**src/sv/balanced_nearest_centroid_assign_assert.svh**
```systemverilog
// Assertion macros for the balanced nearest-centroid assignment block.
// Used by the top level only; no other dependencies.
`ifndef BALANCED_NEAREST_CENTROID_ASSIGN_ASSERT_SVH
`define BALANCED_NEAREST_CENTROID_ASSIGN_ASSERT_SVH

// Implication checked on every clock edge outside reset.
`define BNCA_ASSERT_IMP(lbl, clk, rst_n, ante, cons) \
    lbl: assert property (@(posedge clk) disable iff (!rst_n) (ante) |-> (cons)) \
        else $error("assertion failed");

// Next-cycle implication checked outside reset.
`define BNCA_ASSERT_NXT(lbl, clk, rst_n, ante, cons) \
    lbl: assert property (@(posedge clk) disable iff (!rst_n) (ante) |=> (cons)) \
        else $error("assertion failed");

`endif

```
**src/sv/bnca_pkg.sv**
```systemverilog
`timescale 1ns / 1ps
// Shared types and constants of the balanced nearest-centroid assignment block.
// No dependencies.
package bnca_pkg;
    localparam int MAX_CLUSTERS_D = 16;
    localparam int MAX_DIMS_D     = 128;
    localparam int COORD_BITS_D   = 16;

    localparam int ACC_W  = 39;
    localparam int CNT_W  = 16;
    localparam int TYPE_W = 2;
    localparam int CI_W   = 4;
    localparam int DI_W   = 7;
    localparam int ACT_W  = 5;

    localparam logic [TYPE_W-1:0] REQ_CENTROID = 2'd0;
    localparam logic [TYPE_W-1:0] REQ_COUNT    = 2'd1;
    localparam logic [TYPE_W-1:0] REQ_POINT    = 2'd2;
    localparam logic [TYPE_W-1:0] REQ_UNUSED   = 2'd3;

    localparam logic [1:0] CFG_ACTIVE   = 2'd0;
    localparam logic [1:0] CFG_CAPACITY = 2'd1;
    localparam logic [1:0] CFG_ID_BASE  = 2'd2;

    localparam logic [ACT_W-1:0] ACTIVE_RST = 5'd2;
    localparam logic [CNT_W-1:0] CAP_RST    = 16'hFFFF;

    // One queued request.
    typedef struct packed {
        logic [TYPE_W-1:0] req_type;
        logic [CI_W-1:0]   ci;
        logic [DI_W-1:0]   di;
        logic [15:0]       coord;
        logic [CNT_W-1:0]  cnt;
        logic              last;
    } t_req;
endpackage

```
**src/sv/bnca_front.sv**
```systemverilog
`timescale 1ns / 1ps
// Front end: accepts requests and holds them in a short queue for the back end.
// Depends on bnca_pkg.
module bnca_front import bnca_pkg::*; #(
    parameter int DEPTH = 4
) (
    input  logic i_clk,
    input  logic i_rst_n,
    input  logic i_push,
    input  t_req i_req,
    input  logic i_pop,
    output logic o_full,
    output logic o_empty,
    output t_req o_req
);
    localparam int AW = $clog2(DEPTH);
    t_req r_q [DEPTH];
    logic [AW-1:0] r_wp, r_rp;
    logic [AW:0]   r_cnt;

    assign o_full  = (r_cnt == (AW+1)'(DEPTH));
    assign o_empty = (r_cnt == '0);
    assign o_req   = r_q[r_rp];

    // queue storage
    always_ff @(posedge i_clk) begin
        if (i_push) r_q[r_wp] <= i_req;
    end

    // pointers
    always_ff @(posedge i_clk) begin
        if (!i_rst_n) begin
            r_wp <= '0; r_rp <= '0; r_cnt <= '0;
        end else begin
            if (i_push) r_wp <= (r_wp == AW'(DEPTH-1)) ? '0 : r_wp + 1'b1;
            if (i_pop)  r_rp <= (r_rp == AW'(DEPTH-1)) ? '0 : r_rp + 1'b1;
            r_cnt <= r_cnt + (AW+1)'(i_push) - (AW+1)'(i_pop);
        end
    end
endmodule

```
**config.mk**
```make
export PLATFORM = sky130hd
export DESIGN_NAME = bnca_front
export DESIGN_NICKNAME = d
export VERILOG_FILES = /design/src/sv/balanced_nearest_centroid_assign_assert.svh /design/src/sv/bnca_pkg.sv /design/src/sv/bnca_front.sv
export SDC_FILE = /design/constraint.sdc
export NUM_CORES = 1
export LEC_CHECK = 0
export BUFFER_PORTS_ARGS = -buffer_cell sky130_fd_sc_hd__buf_2
export CORE_UTILIZATION = 30
export CTS_CLUSTER_DIAMETER = 200
export DETAILED_ROUTE_END_ITERATION = 8
export PLACE_DENSITY = 0.49
export SETUP_SLACK_MARGIN = 0.2
export SLEW_MARGIN = 15
export SYNTH_ARGS = -nofsm -noshare
export SYNTH_HDL_FRONTEND = slang
export SYNTH_SLANG_ARGS = --single-unit
```
**constraint.sdc**
```tcl
create_clock -name i_clk -period 2.25 [get_ports i_clk]
set_input_delay 0.1125 -clock i_clk [delete_from_list [all_inputs] [get_ports i_clk]]
set_output_delay 0.1125 -clock i_clk [all_outputs]
set_load 0.02 [all_outputs]
```
==> results_dict.tcl, run 1 <==
set metrics [dict create \
    status "finished clean" \
    synth_compound_area_share_pct 0.1398 \
    io_buffers 97 \
    muxShareOfSynthArea_pct 15.07 \
    irDropWorstVdd_uv 431.4 \
    post_drt_wl_per_cell_um 17.69 \
    cts_buffers 17 \
    antenna_found_initial 1 \
    critical-path-top-delay-family "multiplexers" \
    hold_depth 3 \
    grt_max_degree 26 \
    hold_viol 0 \
    routabilityCongestion 0.6717 \
    routed_wl_mm 13.82 \
    globalRoute.totalOverflow 0 \
    start_util_pct 30.59 \
    r2r-start "r_wp[0]" \
    p_leak_nw 3.154 \
    arrival_ps 1860 \
    power_density_mw_per_mm2 894.8 \
    synth.avg_cell_area_sq_um 25.20 \
    timing.rr.end "r_q[2][35]" \
    synthTopCellsByArea "edfxtp_1 77%, mux4_2 13%, dfxtp_1 2.5%, mux4_1 2.2%, ha_1 1.2%" \
    hp-class "in2reg" \
    tns_ps 0 \
    seq_area_frac_synth_pct 79.71 \
    synth_top_family_by_area "multiplexers" \
    fmax_mhz 507.7 \
    vias 3383 \
    via_per_inst 4.332 \
    synthAdderAreaFrac_pct 1.503 \
    nNetsFinal 506 \
    slew_viol_final 0 \
    yosys_warnings 0 \
    synthXorXnorAreaFrac_pct 0.3321 \
    clk_latency_ps 420 \
    setup.worst_path.class "reg2out" \
    cts.reportedPaths.clkPinSlew_ps 70 \
    cp_cell_sequence "buf_16 -> mux4_1 -> buf_2" \
    max_slew_margin_pct 49.13 \
    ys_ff_latch 193 \
    track_usage_pct 12.16 \
    seqPwrFrac_pct 50.4 \
    clock-skew-final_ps 8.916 \
    tightest_slew_ps 763.1 \
    cell_internal_pwr_mw 6.391 \
    swShare_pct 22.39 \
    cts_setup_buffers 0 \
    power_switching_mw 1.844 \
    min_period_ps 1970 \
    drc 0 \
    drt_pass1_iterations 4 \
    cts_tree "yes" \
    die-height_um 156.5 \
    grt_pass1_vias 3689 \
    clockBufferDepth 2 \
    area_delta_synth_final_pct 28.56 \
    worst-path-buf-inv 2 \
    synthSimpleGateAreaFrac_pct 1.259 \
    finalSetupViolCount 0 \
    cp.required_ps 2140 \
    rows 56 \
    dpl.hpwl_mm 7.950 \
    drv_cap 0 \
    critPathLaunchType "flip-flop" \
    drive_above_1_share_pct 40.35 \
    critPathMaxFanout 23 \
    syn_inst 284 \
    grt_pass1_wl_mm 21.02 \
    reg2reg_slack_ps 450 \
    pwr-share-comb_pct 10.6 \
    max_stage_delay_ps 610 \
    postRouteAntennaNets 0 \
    cp_slowest_cell "mux4_1" \
    fin_ws_ps 280.3 \
    post-place-ws_ps 382.4 \
    coreArea_sq_mm 0.02340 \
    yosysTopAreaCellShare_pct 77.19 \
    clkPwrFrac_pct 39.0 \
    htree_levels 4 \
    synth_cell_type_count 20 \
    first_iter_violations 176 \
    rsz0062_at_grt "yes" \
    synth_nets 342 \
    yosysTopAreaCell "edfxtp_1" \
    hp-start "i_pop" \
    fin_crit_sh_pct 87.54 \
    end_kind "output pin" \
    die_x_um 156.5 \
    syn_area_sq_mm 0.007158 \
    die_area_sq_mm 0.02448 \
    cts_sinks 193 \
    io_pins 98 \
    cts.root.buffer_cell "clkbuf_16" \
    r2r_cells 4 \
]
[power groups by stage]
stage | Sequential (mW) | Clock (mW) | Combinational (mW)
floorplan | 4.21 | 0 | 0.536
finish | 4.15 | 3.21 | 0.870
global placement | 4.22 | 0 | 0.805
global route | 4.17 | 3.44 | 0.953
CTS | 4.15 | 3.30 | 0.903
detailed placement | 4.23 | 0 | 0.816
[synth_stat cells, drive strengths merged]
| cell | count |
|---|---|
| nor3 | 1 |
| fa | 1 |
| nor2 | 3 |
| edfxtp | 184 |
| nand2b | 2 |
| mux2i | 2 |
| mux4 | 46 |
| and3 | 1 |
| a21oi | 2 |
| dfxtp | 9 |
| xor3 | 1 |
| ha | 7 |
| and2 | 6 |
| inv | 7 |
| or3b | 2 |
| clkbuf | 1 |
| buf | 9 |
[through the flow]
| step | area, sq um | std cells | utilization (%) | hold WS, ps | power, mW |
|---|---|---|---|---|---|
| floorplan | 7158 | 284 | - | 211.4 | 4.746 |
| global placement | 8061 | 700 | 34.45 | 324.9 | 5.026 |
| detailed placement | 8061 | 700 | 34.45 | 329.0 | 5.049 |
| CTS | 9205 | 780 | 39.33 | 20.04 | 8.361 |
| global route | 9200 | 780 | 39.31 | 51.82 | 8.556 |
| finish | 9203 | 781 | 39.32 | 40.72 | 8.235 |
[registers in the layout, summed over array words and instances (netlist names), named ones only]
register and cells:
r_cnt 3, r_q 184, r_rp 2, r_wp 2
[worst max path at each step]
stage                    from  depth (start not counted)  slack [ps]         end
finish              flip-flop                          3         280   o_req[45]
global route        flip-flop                          3         180   o_req[45]
CTS                 flip-flop                          3         180   o_req[10]
detailed placement    r_wp[0]                          4         380  r_q[2][35]
global placement      r_wp[0]                          4         410  r_q[2][35]
floorplan             r_wp[0]                          3         200   r_q[2][0]
[cells by family after synthesis]
logic type | after synthesis
AOI/OAI and AO/OA | 2
xor gates and xnor gates | 1
adders and majority gates | 8
buffers and inverters | 17
DFF | 193
muxes | 48
and+or+nand+nor | 15
[metal layers]
layer,GRT usage (%),routed length [um],vias to the layer above
li1,-,-,1525
met1,13.81,5948,1776
met2,21.62,7133,72
met3,3.766,605,10
met4,4.062,127,0
met5,0,0,-
[worst reg2reg max path, stage by stage (launching register included)]
cell     delay [ps]
dfxtp_1         340
inv_1            90
ha_1            140
and2_2          640
buf_12          280
[cells in the final DEF, fill, tap and decap left out, types with 3 or more instances in the layout]
cell type      netlist  routed
inv_1                7       7
edfxtp_1           184     184
mux4_1               6       6
dlygate4sd3_1        0      47
ha_1                 7       7
clkbuf_16            0      17
buf_2                4      97
inv_6                0       4
mux4_2              40      40
nor2_1               3       3
buf_4                0       6
dfxtp_1              9       7
bufinv_16            0       4
and2_2               0       4
buf_12               4       3
[layout make-up]
cell class,count,area (sq um)
multi-input cells,74,1315
inverters,7,26.28
well taps,319,399.1
fillers,2172,14200
repair buffers,155,1116
clock inverters,13,197.7
flip-flops and latches,193,5713
diodes,1,2.502
clock buffers,19,432.9
[what timing repair did]
action,4_1_cts,5_1_grt
resized for setup,2,1
hold buffers,47,0
cloned,1,0
endpoints found under the setup margin,22,23
hold endpoints to repair,188,0
(Power assumes the default switching activity.)
==> run 2, diff against run 1 <==
--- a/config.mk
+++ b/config.mk
@@ -5,6 +5,7 @@
 export SDC_FILE = /design/constraint.sdc
 export NUM_CORES = 1
 export LEC_CHECK = 0
+export ABC_AREA = 1
 export BUFFER_PORTS_ARGS = -buffer_cell sky130_fd_sc_hd__buf_2
 export CORE_UTILIZATION = 30
 export CTS_CLUSTER_DIAMETER = 200
==> run 2 against run 1 <==
Worst setup slack improved by 67 ps; critical path type unchanged; critical path depth increased by 2; worst hold slack improved by 60 ps; final area increased by 4.9%; power increased by 1.4%; first-iteration DRC count increased by 63%; maximum frequency increased by 3.5%.
==> results_dict.tcl, run 2 <==
set metrics [dict create \
    antenna_cells 0 \
    yosysMostFrequentCell "edfxtp_1" \
    power_density_mw_per_mm2 865.0 \
    yosysTopAreaCellShare_pct 72.29 \
    end_kind "output pin" \
    drv_cap 0 \
    routabilityCongestion 0.7263 \
    r2r_cells 7 \
    placed_cell_area_sq_mm 0.008543 \
    clockBufferDepth 2 \
    yosys_warnings 0 \
    cts.root.buffer_cell "clkbuf_16" \
    cp.required_ps 2140 \
    arrival_ps 1790 \
    yosysTopAreaCell "edfxtp_1" \
    p_leak_nw 3.783 \
    syn_inst 595 \
    cts_tree "yes" \
    synth_edf_count 184 \
    fmax_mhz 525.7 \
    synth.avg_cell_area_sq_um 12.85 \
    finalSetupViolCount 0 \
    final_common_cell "edfxtp_1" \
    grt_pass1_wl_mm 24.50 \
    start_util_pct 30.44 \
    synthFlopType "edfxtp_1" \
    grt.busiest_layer "met2" \
    rows 58 \
    cts.reportedPaths.clkPinSlew_ps 70 \
    multiInputGateArea_sq_mm 0.001370 \
    use_met3_pct 2.953 \
    synth_cell_type_count 18 \
    synth_nets 653 \
    critPathMaxFanout 44 \
    finalInstanceArea_sq_mm 0.009652 \
    min_period_ps 1902 \
    first_iter_violations 286 \
    drt_pass1_iterations 4 \
    track_usage_pct 12.47 \
    tightest_slew_ps 488.6 \
    nNetsFinal 800 \
    coreArea_sq_mm 0.02511 \
    dpl.hpwl_mm 9.365 \
    final_cell_mix "184 x edfxtp_1, 103 x inv_1, 103 x nand2_1, 97 x buf_2, 49 x a21oi_1" \
    vias 4770 \
    post_drt_wl_per_cell_um 14.31 \
    clock-skew-final_ps 8.305 \
    cts_buffers 17 \
    slew_viol_final 0 \
    use_met1_pct 15.36 \
    setup.worst_path.class "reg2out" \
    regArea_sq_mm 0.005713 \
    status "finished clean" \
    ys_ff_latch 193 \
    critPathLaunchType "flip-flop" \
    cts_sinks 193 \
    ys_async_sr_fraction_pct 0 \
    htree_levels 4 \
    seq_area_frac_synth_pct 74.64 \
    io_pins 98 \
    synthTopCellsByArea "edfxtp_1 72%, inv_1 5.3%, nand2_1 5.1%, o211ai_1 4.5%, a21oi_1 3.2%" \
    globalRoute.totalOverflow 0 \
    io_buffers 97 \
    postRouteAntennaNets 0 \
    netlist_top_cells_count "184 x edfxtp_1, 107 x inv_1, 103 x nand2_1" \
    hold_viol 0 \
    area_delta_synth_final_pct 26.27 \
    fin_crit_sh_pct 84.54 \
    fill_cells 2430 \
    largest_register_ffs 184 \
    die_area_sq_mm 0.02612 \
    irDropWorstVdd_uv 339.7 \
    drive_above_1_share_pct 19.23 \
    grt_pass1_vias 4704 \
    grt_max_degree 65 \
    max_slew_margin_pct 67.43 \
    regMostFlops "r_q" \
    rsz0062_at_grt "no" \
    clk_latency_ps 420 \
    hp-class "in2reg" \
    top_regs "r_q: 184 flops, r_cnt: 3 flops" \
    placed_cells 1004 \
    grt_use_met2_pct 21.26 \
    die-height_um 161.6 \
    via_per_inst 4.400 \
    die_x_um 161.6 \
    layout.cells.non_filler 1084 \
    tns_ps 0 \
    syn_area_sq_mm 0.007644 \
    antenna_found_initial 0 \
    drc 0 \
    routed_wl_mm 15.52 \
    hold_depth 3 \
]
[run 2: changes by cell type in the layout (fill, tap and decap cells not counted), moves of 31 or more]
cell      previous run  this run
a21oi_1              2        49
inv_1                7       103
mux4_2              40         0
nand2_1              0       103
o211ai_1             0        46
o21ai_0              0        31
[run 2: cells by family after synthesis]
kind of cell,after synthesis,share of synthesized area [%]
adders and majority gates,8,1.408
AOI/OAI and AO/OA,142,10.80
and+or+nand+nor,113,5.598
DFF,193,74.64
buffers and inverters,138,7.432
xor gates and xnor gates,1,0.1146
[run 2: power breakdown]
| group | switching [mW] | internal (mW) |
|---|---|---|
| sequential | 0.0677 | 4.12 |
| combinational | 0.663 | 0.361 |
| clock | 1.27 | 1.86 |
| total | 2.00 | 6.35 |
[run 2: layer usage]
metal	wire length, um	part of all wire [%]	up-vias
met4	210	1.4	0
li1	-	-	2345
met2	7420	48	90
met5	0	0	-
met1	7228	47	2318
met3	657	4.2	17
[run 2: cell type report]
cell class                 instances  share of cell area, %
inverter                         107                  4.161
sequential                       193                  59.19
clock buffer                      19                  4.485
multi-input combinational        264                  14.19
clock inverter                    12                  1.867
tap                              330                  4.278
timing repair buffer             159                  11.82
[run 2: final timing paths]
kind / from / endpoint / slack [ps]
hold reg to reg: r_rp[0] / flip-flop / 520
setup / recovery: flip-flop / o_req[16] / 350
setup reg to reg: r_cnt[0] / r_cnt[2] / 620
hold / removal: i_push / r_wp[1] / 100
[run 2: worst max-delay path, stage by stage, from the launching register on]
cell	delay [ps]
dfxtp_4	480
buf_4	400
a21oi_1	120
o21ai_0	80
nand2_1	100
buf_2	170
[run 2: per-stage QoR]
stage                     util [%]  hold WS [ps]  setup WS, ps  total power [mW]
after global routing         38.44         126.6         203.2             8.694
after floorplan                  -         206.0         363.2             4.856
after CTS                    38.44         76.19         313.4             8.451
after detailed placement     34.02         328.7         629.9             5.237
final                        38.44         101.0         347.8             8.349
after global placement       34.02         322.9         678.8             5.202
[run 2: repair_timing]
item | CTS | global route
hold buffers | 48 | 0
hold endpoints to repair | 191 | 0
setup buffers | 1 | 0
gates resized for setup | 0 | 0
setup endpoints to repair | 2 | 0
